$ cat src/rtl/core/elimination_tree_builder_unit_defines.svh
// assertion macros of the elimination tree builder rtl, used by eltb_back
`ifndef ELIMINATION_TREE_BUILDER_UNIT_DEFINES_SVH
`define ELIMINATION_TREE_BUILDER_UNIT_DEFINES_SVH

// implication checked on every rising clock edge outside reset
`define ETB_ASSERT_IMPL(name, ante, cons, msg) \
	name: assert property (@(posedge clk) disable iff (!arst_n) (ante) |-> (cons)) \
		else $error(msg);

// next-cycle implication checked on every rising clock edge outside reset
`define ETB_ASSERT_NEXT(name, ante, cons, msg) \
	name: assert property (@(posedge clk) disable iff (!arst_n) (ante) |=> (cons)) \
		else $error(msg);

`endif

$ cat src/rtl/core/eltb_pkg.sv
// shared types and constants of the elimination tree builder
package eltb_pkg;

	localparam int NODE_W        = 10;
	localparam int LINK_W        = NODE_W + 1;
	localparam int DEF_MAX_NODES = 1024;
	localparam int QUEUE_DEPTH   = 2;

	localparam logic [LINK_W-1:0] LINK_NONE = {1'b1, {NODE_W{1'b0}}};

	typedef struct packed {
		logic [NODE_W-1:0] column;
		logic [NODE_W-1:0] row;
		logic              clear;
		logic              walk;
	} eltb_op_t;

	typedef enum logic [3:0] {
		S_CLR  = 4'b0001,
		S_IDLE = 4'b0010,
		S_READ = 4'b0100,
		S_EVAL = 4'b1000
	} eltb_state_t;

endpackage

$ cat src/rtl/core/eltb_queue.sv
// short operation queue between classifier and tree walker
module eltb_queue import eltb_pkg::*; (
	input  logic     clk,
	input  logic     arst_n,
	input  logic     push,
	input  eltb_op_t push_op,
	output logic     full,
	input  logic     pop,
	output logic     pop_valid,
	output eltb_op_t pop_op
);

	localparam int PW = $clog2(QUEUE_DEPTH);
	localparam int CW = $clog2(QUEUE_DEPTH + 1);

	eltb_op_t        slot_q [QUEUE_DEPTH];
	logic [PW-1:0]   wr_ptr_q;
	logic [PW-1:0]   rd_ptr_q;
	logic [CW-1:0]   count_q;
	logic            do_push;
	logic            do_pop;

	assign full      = count_q == CW'(QUEUE_DEPTH);
	assign pop_valid = count_q != '0;
	assign pop_op    = slot_q[rd_ptr_q];
	assign do_push   = push && !full;
	assign do_pop    = pop && pop_valid;

	always_ff @(posedge clk or negedge arst_n) begin
		if (!arst_n) begin
			wr_ptr_q <= '0;
			rd_ptr_q <= '0;
			count_q  <= '0;
		end else begin
			if (do_push) begin
				wr_ptr_q <= wr_ptr_q + PW'(1);
			end
			if (do_pop) begin
				rd_ptr_q <= rd_ptr_q + PW'(1);
			end
			if (do_push && !do_pop) begin
				count_q <= count_q + CW'(1);
			end else if (do_pop && !do_push) begin
				count_q <= count_q - CW'(1);
			end
		end
	end

	always_ff @(posedge clk) begin
		if (do_push) begin
			slot_q[wr_ptr_q] <= push_op;
		end
	end

endmodule

$ cat config.mk
export PLATFORM = sky130hd
export DESIGN_NAME = eltb_queue
export DESIGN_NICKNAME = d
export VERILOG_FILES = /design/src/rtl/core/elimination_tree_builder_unit_defines.svh /design/src/rtl/core/eltb_pkg.sv /design/src/rtl/core/eltb_queue.sv
export SDC_FILE = /design/constraint.sdc
export NUM_CORES = 1
export LEC_CHECK = 0
export ABC_AREA = 1
export BUFFER_PORTS_ARGS = -buffer_cell sky130_fd_sc_hd__clkbuf_2
export CORE_UTILIZATION = 45
export CTS_CLUSTER_SIZE = 30
export DETAILED_ROUTE_END_ITERATION = 10
export HOLD_SLACK_MARGIN = 0.15
export PLACE_DENSITY_LB_ADDON = 0.2
export SYNTH_ARGS = -nofsm -noshare
export SYNTH_HDL_FRONTEND = slang
export SYNTH_SLANG_ARGS = --single-unit
$ cat constraint.sdc
create_clock -name clk -period 1.95 [get_ports clk]
set_input_delay 0.585 -clock clk [delete_from_list [all_inputs] [get_ports clk]]
set_output_delay 0.585 -clock clk [all_outputs]
set_load 0.01 [all_outputs]
; Yosys cells after proc, flatten, opt, wreduce, memory -nomap -nowiden
; Memory sizes are Yosys's and may differ from the RTL's.
; Cells that the tools add are included.
[classes]
add_sub_neg = 4
multipliers = 0
div_mod_pow = 0
order_cmp = 0
eq_ne = 1
n_shift = 0
n_mux = 4
n_bitwise = 0
n_reduce_logical = 9
[ops]
columns = op, n
row1 = $logic_and A1 B1 Y1, 4
row2 = $mux W2, 2
row3 = $reduce_bool A2 Y1, 2
row4 = $logic_not A1 Y1, 3
row5 = $add A1 B1 Y1 const B, 2
row6 = $add A2 B1 Y2 const B, 1
row7 = $eq A2 B2 Y1 const B, 1
row8 = $mux W1, 2
row9 = $sub A2 B1 Y2 const B, 1
[totals]
reg_bits = 4
latch_bits = 0
ramBits = 44
rom_bits = 0
output_inout_bits = 24
elab_cells = 22
mem_count = 1
[mem_list]
columns = name, words, word_bits, rd, rd_ports_with_merged_regs, write_ports, line_no
row1 = slot_q, 2, 22, 1, 0, 1, eltb_queue.sv:16  ; eltb_op_t slot_q [QUEUE_DEPTH];

; Depth between registers and ports, before layout
[logic_depth]
depth_word = 7
depth_mapped = 9
depth_no_buf = 9

; Worst setup path after synthesis
; Ideal clock, no wire load.
[synth_path]
kind = input to register
start = input push
end = memory slot_q[1][0] (netlist name), enable pin
setup_time_ns = 0.401
arrival_ns = 1.632
required_ns = 1.549
setup_slack_ns = -0.082
cell_stages = 2
n_path_buf = 0
cell_sequence = o21ai_0 > nor2_1
[synth_via]
elab_chain_cells = 3
[synth_lines]
columns = item, line_no
row1 = from (decl), eltb_queue.sv:5  ; input logic push,
row2 = $logic_and A1 B1 Y1, eltb_queue.sv:26  ; assign do_push = push && !full;
row3 = $mux W1, eltb_queue.sv:50  ; if (do_push) begin
row4 = $mux W1 (implied by the code), eltb_queue.sv:51  ; slot_q[wr_ptr_q] <= push_op;
row5 = to (decl), eltb_queue.sv:16
; Every way passes these cells.

==> metrics.csv <==
stage,metric,value,unit
global_route,antenna_found_initial,0,
layout,nNetsFinal,231,
detailed_routing,drt-initial-drc-count,34,
power,total_power,0.00318,W
floorplan,dieArea,0.00434,mm2
worst_setup_path,crit_top_cell,nand2_1,
clocking,clk_latency,290,ps
clocking,clock_path_buffers,2,
worst_setup_path,cp_slowest_stage_delay,390,ps
detailed_routing,drtPass1Iterations,4,
worst_setup_path,crit_type,register to primary output,
layout,num_antenna_cells,0,
global_route,grt_max_degree,24,
logic_synthesis,yosysWarnings,0,
logic_synthesis,synthTopCellsByArea,"edfxtp_1 72%, nand2_1 16%, dfrtp_1 5.4%",
layout,layout-drive-gt1-share,0.312,
clocking,ctsHtreeMaxLevel,2,
worst_setup_path,cp_top_family,buffers and inverters,
layout,multi_input_area,350,um2
clocking,clockRootBuffer,clkbuf_8,
worst_setup_path,crit_chain,"buf_4, nand2_1, nand2_1, clkbuf_2",
power,power_leakage,1.02,nW
detailed_routing,via_per_inst,4.62,
min_path,hp-start,push_op[12],
worst_setup_path,crit_required,1360,ps
floorplan,rows,22,
sta,worst_slew_pin_slew,357,ps
detailed_routing,drc_errors,0,
sta,setup_viol_count_final,0,
detailed_routing,totalWireLength,3.07,mm
sta,final_hold_viol_count,0,
worst_setup_path,critPathMaxFanout,23,
sta,whs,480,ps
global_route,track_usage,0.158,
logic_synthesis,yosys_register_bits,48,
global_route,grt_pass1_vias,1124,
worst_setup_path,crit_buf_inv,2,
placed_design,place_ws,357,ps
logic_synthesis,synth_top_area_cell,edfxtp_1,
worst_setup_path,r2r_start,count_q[0],
logic_synthesis,synth_area,0.00184,mm2
global_route,grt_overflow,0,
layout,fillers,321,
placed_design,numPortBuffers,49,
clocking,numCtsBuffers,5,
clocking,cts_tree,yes,
min_path,hold_end,slot_q[0][12],
clocking,clkTransAtPathRegs,80,ps
worst_setup_path,endpoint_kind,primary output,
power,cellPowerDensity,1420,mW/mm2
power,vdd_drop_max,0.648,mV
sta,fmax,542,MHz
floorplan,core,0.00380,mm2
sta,min_period_over_period,0.947,
worst_setup_path,r2r_setup_slack,520,ps
detailed_routing,routed-via-count,1168,
floorplan,die_x,65.9,um
logic_synthesis,yosysTopAreaCellShare,0.719,
detailed_routing,routedWlPerCell,12.1,um
floorplan,boundaryPins,50,
sta,finClkSkew,6.73,ps
logic_synthesis,synth_cell_types,15,
min_path,hold_depth,1,
logic_synthesis,seq_area_frac_synth,0.774,
clocking,clock_sinks,48,
layout,final_core_util,0.589,
logic_synthesis,syn_area_per_cell,12.6,um2
logic_synthesis,synthCells,146,
status,outcome,completed,
logic_synthesis,synth.net_count,173,
sta,fin_crit,1850,ps
min_path,hp-class,input port to register,
sta,tns,0,ps
worst_setup_path,cp.arrival,1260,ps
floorplan,start_util,0.484,
sta,fin_ws,104,ps
worst_setup_path,start_kind,register,
floorplan,die_h,65.9,um
global_route,grt_pass1_wl,4.99,mm
sta,rsz0062_at_grt,false,
layout,seq_area,0.00142,mm2
run,maxCapViolations,0,
clocking,cts_setup_buffers,0,
placed_design,dp_hpwl,2.15,mm
sta,slew_headroom,0.759,
sta,drv_slew,0,
worst_setup_path,cpMaxStageDelayCell,dfrtp_1,
placed_design,gp_congestion,0.594,
worst_setup_path,r2r-end,count_q[1],
layout,syn_to_final_growth,21.9,%
worst_setup_path,reg2regPathDepth,8,
detailed_routing,ant_nets,0,
layout make-up:
| type | count | share of cell area |
|---|---|---|
| Multi-Input combinational cell | 86 | 0.157 |
| Clock inverter | 1 | 0.00224 |
| Sequential cell | 48 | 0.635 |
| Inverter | 8 | 0.0145 |
| Timing Repair Buffer | 55 | 0.131 |
| Clock buffer | 7 | 0.0341 |
| Tap cell | 48 | 0.0268 |
how the worst max path moves through the flow:
stage	from	end	depth (start not counted)
3_5_place_dp	rd_ptr_q	pop_op[1]	4
2_1_floorplan	push	slot_q[1][0]	2
4_1_cts	rd_ptr_q	pop_op[1]	4
6_report	rd_ptr_q	pop_op[0]	4
3_3_place_gp	rd_ptr_q	pop_op[1]	4
5_1_grt	rd_ptr_q	pop_op[11]	4
per-layer routing:
layer | vias up | share of wire | track usage
li1 | 600 | - | -
met1 | 537 | 0.42 | 0.185
met2 | 27 | 0.53 | 0.279
met3 | 4 | 0.039 | 0.0379
met4 | 0 | 0.010 | 0.0571
met5 | - | 0 | 0
through the flow:
| step | area, um2 | std cells |
|---|---|---|
| after detailed placement | 2140 | 244 |
| after floorplan | 1840 | 146 |
| after global routing | 2240 | 253 |
| final | 2240 | 253 |
| after global placement | 2140 | 244 |
| after CTS | 2240 | 253 |
Yosys cell counts:
cell,n
o21ai_0,1
inv_2,1
ha_1,1
nand2_2,1
edfxtp_1,44
nand2_1,76
dfrtp_1,4
inv_1,7
buf_4,2
nor2_1,2
nor2_2,1
nand4_1,1
nand3_1,2
xnor2_1,1
buf_6,2
layout by cell type, fill, tap and decap left out:
cell,netlist,routed
nand2_1,76,76
clkbuf_2,0,49
edfxtp_1,44,44
inv_1,7,7
clkbuf_8,0,5
buf_4,2,5
dfrtp_1,4,4
nor2_2,1,2
nand3_1,2,2
clkbuf_1,0,2
inv_4,0,1
nor2_1,2,1
nand2_2,1,1
o21ai_0,1,1
xnor2_1,1,1
nand4_1,1,1
ha_1,1,1
clkinv_2,0,1
dlygate4sd3_1,0,1
state kept, by name (all words and copies together), names as in the netlist:
name	count
count_q	2
rd_ptr_q	1
slot_q	44
wr_ptr_q	1
cell families (layout without fill, tap and decap cells):
group | Yosys count | count (layout) | synth area share
AND/OR/NAND/NOR | 83 | 83 | 0.175
buffers and inverters | 12 | 71 | 0.0368
adder cells (fa/ha/maj) | 1 | 1 | 0.00681
flip-flops | 48 | 48 | 0.774
XOR/XNOR | 1 | 1 | 0.00477
AO/OA/AOI/OAI | 1 | 1 | 0.00272
what timing repair did:
item                                   4_1_cts  5_1_grt
gates resized for setup                      0        2
endpoints found under the hold margin        4        0
hold buffers                                 1        0
setup endpoints to repair                    0       22
power breakdown:
part	internal [W]	total [W]	switching, W
Combinational	0.000408	0.00115	0.000744
Clock	0.000252	0.000543	0.000292
Sequential	0.00141	0.00149	0.0000788
Total	0.00207	0.00318	0.00111
(Power assumes the default switching activity.)
