File: src/rtl/core/elimination_tree_builder_unit_defines.svh
// assertion macros of the elimination tree builder rtl, used by eltb_back
`ifndef ELIMINATION_TREE_BUILDER_UNIT_DEFINES_SVH
`define ELIMINATION_TREE_BUILDER_UNIT_DEFINES_SVH

// implication checked on every rising clock edge outside reset
`define ETB_ASSERT_IMPL(name, ante, cons, msg) \
	name: assert property (@(posedge clk) disable iff (!arst_n) (ante) |-> (cons)) \
		else $error(msg);

// next-cycle implication checked on every rising clock edge outside reset
`define ETB_ASSERT_NEXT(name, ante, cons, msg) \
	name: assert property (@(posedge clk) disable iff (!arst_n) (ante) |=> (cons)) \
		else $error(msg);

`endif

File: src/rtl/core/eltb_pkg.sv
// shared types and constants of the elimination tree builder
package eltb_pkg;

	localparam int NODE_W        = 10;
	localparam int LINK_W        = NODE_W + 1;
	localparam int DEF_MAX_NODES = 1024;
	localparam int QUEUE_DEPTH   = 2;

	localparam logic [LINK_W-1:0] LINK_NONE = {1'b1, {NODE_W{1'b0}}};

	typedef struct packed {
		logic [NODE_W-1:0] column;
		logic [NODE_W-1:0] row;
		logic              clear;
		logic              walk;
	} eltb_op_t;

	typedef enum logic [3:0] {
		S_CLR  = 4'b0001,
		S_IDLE = 4'b0010,
		S_READ = 4'b0100,
		S_EVAL = 4'b1000
	} eltb_state_t;

endpackage

File: src/rtl/core/eltb_front.sv
// input register and item classification of the elimination tree builder
module eltb_front import eltb_pkg::*; #(
	parameter int MAX_NODES = DEF_MAX_NODES
) (
	input  logic              clk,
	input  logic              arst_n,
	input  logic              hold,
	input  logic              item_valid,
	output logic              item_stall,
	input  logic [NODE_W-1:0] column,
	input  logic [NODE_W-1:0] row_index,
	input  logic              first_of_column,
	output logic              op_valid,
	output eltb_op_t          op,
	input  logic              op_full
);

	logic              valid_s1;
	logic [NODE_W-1:0] column_s1;
	logic [NODE_W-1:0] row_s1;
	logic              first_s1;
	logic              in_range;
	logic              walk;
	logic              keep;
	logic              drain;
	logic              accept;

	assign in_range = 32'(column_s1) < MAX_NODES;
	assign walk     = row_s1 < column_s1;
	assign keep     = in_range && (first_s1 || walk);
	assign drain    = valid_s1 && (!keep || !op_full);

	assign item_stall = hold || (valid_s1 && !drain);
	assign accept     = item_valid && !item_stall;

	assign op_valid  = valid_s1 && keep;
	assign op.column = column_s1;
	assign op.row    = row_s1;
	assign op.clear  = first_s1;
	assign op.walk   = walk;

	always_ff @(posedge clk or negedge arst_n) begin
		if (!arst_n) begin
			valid_s1 <= 1'b0;
		end else if (accept) begin
			valid_s1 <= 1'b1;
		end else if (drain) begin
			valid_s1 <= 1'b0;
		end
	end

	always_ff @(posedge clk) begin
		if (accept) begin
			column_s1 <= column;
			row_s1    <= row_index;
			first_s1  <= first_of_column;
		end
	end

endmodule

File: config.mk
export PLATFORM = sky130hd
export DESIGN_NAME = eltb_front
export DESIGN_NICKNAME = d
export VERILOG_FILES = /design/src/rtl/core/elimination_tree_builder_unit_defines.svh /design/src/rtl/core/eltb_pkg.sv /design/src/rtl/core/eltb_front.sv
export SDC_FILE = /design/constraint.sdc
export NUM_CORES = 1
export LEC_CHECK = 0
export BUFFER_PORTS_ARGS = -buffer_cell sky130_fd_sc_hd__buf_2
export CAP_MARGIN = 10
export CORE_UTILIZATION = 39
export DETAILED_ROUTE_END_ITERATION = 16
export MAX_ROUTING_LAYER = met4
export PLACE_DENSITY = 0.74
export SYNTH_ARGS = -nofsm -noshare
export SYNTH_HDL_FRONTEND = slang
export SYNTH_SLANG_ARGS = --single-unit
export TNS_END_PERCENT = 50
File: constraint.sdc
create_clock -name clk -period 2.5 [get_ports clk]
set_input_delay 0.375 -clock clk [delete_from_list [all_inputs] [get_ports clk]]
set_output_delay 0.375 -clock clk [all_outputs]
set_load 0.02 [all_outputs]
# --- Word level (Yosys, flattened, before mapping) ---
# Cells that the tools add are included.
op_classes:
  n_lt_le_gt_ge: 1
  n_reduce_logical: 12
  mux: 2
ops:
  columns: ["op", "n"]
  rows:
  - ["$lt A10 B10 Y1", 1]
  - ["$logic_and A1 B1 Y1", 4]
  - ["$logic_not A1 Y1", 4]
  - ["$logic_or A1 B1 Y1", 3]
  - ["$mux W1", 2]
  - ["$reduce_bool A2 Y1", 1]
totals:
  inputBits: 26
  register_bits: 22

# --- Longest topological paths before layout ---
logic_depth:
  word_depth: 11
  mapped_depth: 7
  ltp_nobuf: 7

# --- Worst setup path before layout ---
# No wires, ideal clock.
synth_timing:
  kind: "reg2reg"
  start: "register row_s1[4]"
  end: "register column_s1[0], enable pin"
  required_ns: 2.088
  synth_period_minus_slack_ns: 2.719
  path_buffers: 0
  setup_slack_ns: -0.219
  stages_incl_launch_ff: 6
  arrival_ns: 2.307
  cell_sequence: "edfxtp_1 > ha_1 > nand4_1 > o21ai_1 > a21oi_2 > a31oi_1"
synth_via:
  elab_chain_len: 10
synth_rtl:
  columns: ["element", "line_no", "source"]
  rows:
  - ["start, declared", "eltb_front.sv:20", "logic [NODE_W-1:0] row_s1;"]
  - ["start signal, assigned", "eltb_front.sv:55", "row_s1 <= row_index;"]
  - ["$lt A10 B10 Y1", "eltb_front.sv:29", "assign walk = row_s1 < column_s1;"]
  - ["named net walk", "eltb_front.sv:23", "logic walk;"]
  - ["$logic_or A1 B1 Y1", "eltb_front.sv:30", "assign keep = in_range && (first_s1 || walk);"]
  - ["$logic_not A1 Y1", "eltb_front.sv:31", "assign drain = valid_s1 && (!keep || !op_full);"]
  - ["$logic_or A1 B1 Y1", "eltb_front.sv:31", null]
  - ["$logic_and A1 B1 Y1", "eltb_front.sv:31", null]
  - ["$logic_not A1 Y1", "eltb_front.sv:33", "assign item_stall = hold || (valid_s1 && !drain);"]
  - ["$logic_and A1 B1 Y1", "eltb_front.sv:33", null]
  - ["$logic_or A1 B1 Y1", "eltb_front.sv:33", null]
  - ["$logic_not A1 Y1", "eltb_front.sv:34", "assign accept = item_valid && !item_stall;"]
  - ["$logic_and A1 B1 Y1", "eltb_front.sv:34", null]
  - ["named net accept", "eltb_front.sv:26", "logic accept;"]
  - ["end signal, assigned", "eltb_front.sv:54", "column_s1 <= column;"]
  - ["end, declared", "eltb_front.sv:19", "logic [NODE_W-1:0] column_s1;"]
# The timed path passes the listed nets, and every way through them passes these cells.
# A chain may end at the register's enable or synchronous reset.

# --- Final worst setup path ---
layout_timing:
  start: "register row_s1[3]"
  end: "output port item_stall"
layout_via:
  elab_chain_len: 8
layout_rtl:
  columns: ["element", "line_no", "source"]
  rows:
  - ["$lt A10 B10 Y1", "eltb_front.sv:29", null]
  - ["$logic_or A1 B1 Y1", "eltb_front.sv:30", null]
  - ["$logic_not A1 Y1", "eltb_front.sv:31", null]
  - ["$logic_or A1 B1 Y1", "eltb_front.sv:31", null]
  - ["$logic_and A1 B1 Y1", "eltb_front.sv:31", null]
  - ["$logic_not A1 Y1", "eltb_front.sv:33", null]
  - ["$logic_and A1 B1 Y1", "eltb_front.sv:33", null]
  - ["$logic_or A1 B1 Y1", "eltb_front.sv:33", null]
  - ["end, declared", "eltb_front.sv:9", "output logic item_stall,"]
# No other way between the ends.

==> flow_summary.json <==
{
  "synthDistinctLibCells": 19,
  "postPlaceCellArea_um2": 1240,
  "route.vias.total": 665,
  "drive_gt1_frac": 0.496,
  "fin_util": 0.569,
  "end_kind": "output pin",
  "grt_max_degree": 14,
  "rsz0062_at_grt": "true",
  "hold_viol_final": 0,
  "dp_hpwl_um": 1510,
  "drt_iter0_drc": 4,
  "yosysWarnings": 0,
  "io_buffer_count": 49,
  "drc": 0,
  "grt_pass1_vias": 689,
  "dieArea_um2": 2640,
  "antenna_found_initial": 0,
  "routed_wl_um": 1790,
  "syn_area_per_cell_um2": 15.1,
  "cts_buffer_depth": 2,
  "worstSetupStartpointType": "register",
  "synthFlopType": "edfxtp_1",
  "synth_fp_nets": 98,
  "initial_core_util": 0.422,
  "viasPerCell": 4.59,
  "num_antenna_cells": 0,
  "cp.required_ns": 2.12,
  "firstDrtPassIters": 4,
  "synth-seq-cells": 22,
  "hp-class": "in -> reg",
  "gp_congestion": 0.687,
  "die_w_um": 51.4,
  "cts.sinks": 22,
  "fin_skew_ns": 0.00312,
  "crit_family": "compound AO/OA/AOI/OAI gates",
  "pin_count": 50,
  "cts_tree": "done",
  "power_density_nw_per_um2": 558,
  "worst_slew_pin_slew_ns": 0.241,
  "finalCritPeriodShare": 0.986,
  "dp_cells": 140,
  "ant_nets": 0,
  "peakVddDrop_uv": 361,
  "cp_cell_sequence": "ha_1, a211o_1, a21oi_1, o21ai_1, a21oi_2, a311o_2, buf_6",
  "p_leak_uw": 0.000599,
  "maxSlewViolCount": 0,
  "cts-root-buf": "clkbuf_4",
  "timing.critical_path.fanout_max": 5,
  "fin_cells": 145,
  "clkTransAtPathRegs_ns": 0.12,
  "synthCells": 63,
  "maxCapViolCount": 0,
  "ys_seq_area_frac": 0.689,
  "row_count": 17,
  "async_flop_share": 0.0455,
  "overflow": 0,
  "cpPeakStageDelay_ns": 0.42,
  "path_class": "reg -> out",
  "die_h_um": 51.4,
  "clock.fmax_mhz": 406,
  "h-tree-depth": 1,
  "status": "finished, final reports clean",
  "worst-path-buf-inv": 1,
  "wl_per_cell_um": 12.4,
  "cts_setup_buffers": 0,
  "netlist_area_um2": 951,
  "period_minus_slack_ns": 2.46,
  "grt_first_pass_wirelength_um": 2820,
  "final_nets": 153,
  "fin_area_um2": 1280,
  "cp_slowest_cell": "edfxtp_1",
  "area_growth_syn_to_layout_pct": 34.9,
  "setup_viol": 0,
  "clock_latency_ns": 0.30,
  "arrival_ns": 2.09,
  "cts_buffers": 3,
  "synth_edf_count": 21,
  "grt_usage": 0.154,
  "slew_headroom": 0.839,
  "core-area_um2": 2250
}
[power by group]
part	internal (µW)	switching (µW)	leakage, µW
registers	426	10.3	0.000208
clock network	58.1	101	0.0000154
logic	52.8	67.8	0.000376
[timing repair]
action	4_1_cts	5_1_grt
cloned	0	0
hold buffers	1	0
pin swaps	1	3
endpoints found under the setup margin	1	2
hold endpoints to repair	1	0
gates resized for setup	0	3
[synth_stat cells (2+ instances only)]
master	instances	area share
a21oi_1	4	0.021
a311o_2	2	0.024
o21a_1	2	0.016
nand2b_1	2	0.013
buf_4	2	0.016
nand2_1	2	0.0079
ha_1	9	0.12
edfxtp_1	21	0.66
inv_1	9	0.036
[worst register-to-register path: stages (launching register included)]
cell,delay (ns)
edfxtp_1,0.42
ha_1,0.31
a211o_1,0.26
a21oi_1,0.11
o21ai_1,0.10
a21oi_2,0.26
a31oi_2,0.13
buf_4,0.20
[placed cells by master (no fill, tap or decap)]
cell type / instances
a21oi_2: 1
o21a_1: 2
clkinv_1: 1
buf_4: 3
clkbuf_4: 3
a211o_1: 1
o21ai_1: 1
buf_6: 1
a31oi_2: 1
nand4_1: 1
buf_2: 47
nand2b_1: 2
nand2_1: 2
o21ai_0: 1
edfxtp_1: 21
nor2_1: 1
and3_1: 1
nor2b_1: 1
a311o_2: 2
dlygate4sd3_1: 1
a21oi_1: 4
dfrtp_1: 1
ha_1: 9
inv_1: 9
[layer usage]
layer	share of wire	GRT usage	vias to the layer above	routed length (µm)
met4	0.0045	0.0541	0	8
met1	0.37	0.143	306	659
li1	-	-	338	-
met3	0.031	0.0179	2	56
met5	0	-	-	0
met2	0.60	0.314	19	1070
[through the flow]
step	hold slack [ns]	setup TNS, ns	total power [µW]	setup slack, ns
6_report	0.242	0	716	0.0360
5_1_grt	0.221	-0.0643	749	-0.0483
4_1_cts	0.231	0	722	0.00367
3_5_place_dp	0.158	0	562	0.347
3_3_place_gp	0.150	0	556	0.402
2_1_floorplan	0.0794	0	513	0.195
[final timing paths]
kind | start | endpoint | slack, ns | cells past startpoint
min reg2reg | valid_s1 | valid_s1 | 0.65 | 1
min in group asynchronous | arst_n | valid_s1 | 0.37 | 2
max | row_s1[3] | item_stall | 0.04 | 7
max reg2reg | row_s1[3] | row_s1[4] | 0.47 | 7
max in group asynchronous | arst_n | valid_s1 | 2.05 | 2
min | column[6] | column_s1[6] | 0.24 | 1
[final cells by class]
type	instances	area, µm²
Tap cell	28	35.0
Timing Repair Buffer	52	279
Clock buffer	3	22.5
Fill cell	205	972
Multi-Input combinational cell	30	253
Clock inverter	1	3.75
Sequential cell	22	656
Inverter	9	33.8
[kinds of logic (layout without fill, tap and decap cells)]
kind of cell	after synthesis	in the layout	share of synthesized area
flops	22	22	0.689
buf+inv	11	65	0.0513
fa+ha+maj	9	9	0.118
simple gates	8	8	0.0447
compound gates	13	13	0.0960
[registers in the layout, indices dropped and copies added, names as in the netlist]
| name | cells |
|---|---|
| column_s1 | 10 |
| row_s1 | 10 |
| first_s1 | 1 |
| valid_s1 | 1 |
Power figures use the tool's default switching activity.
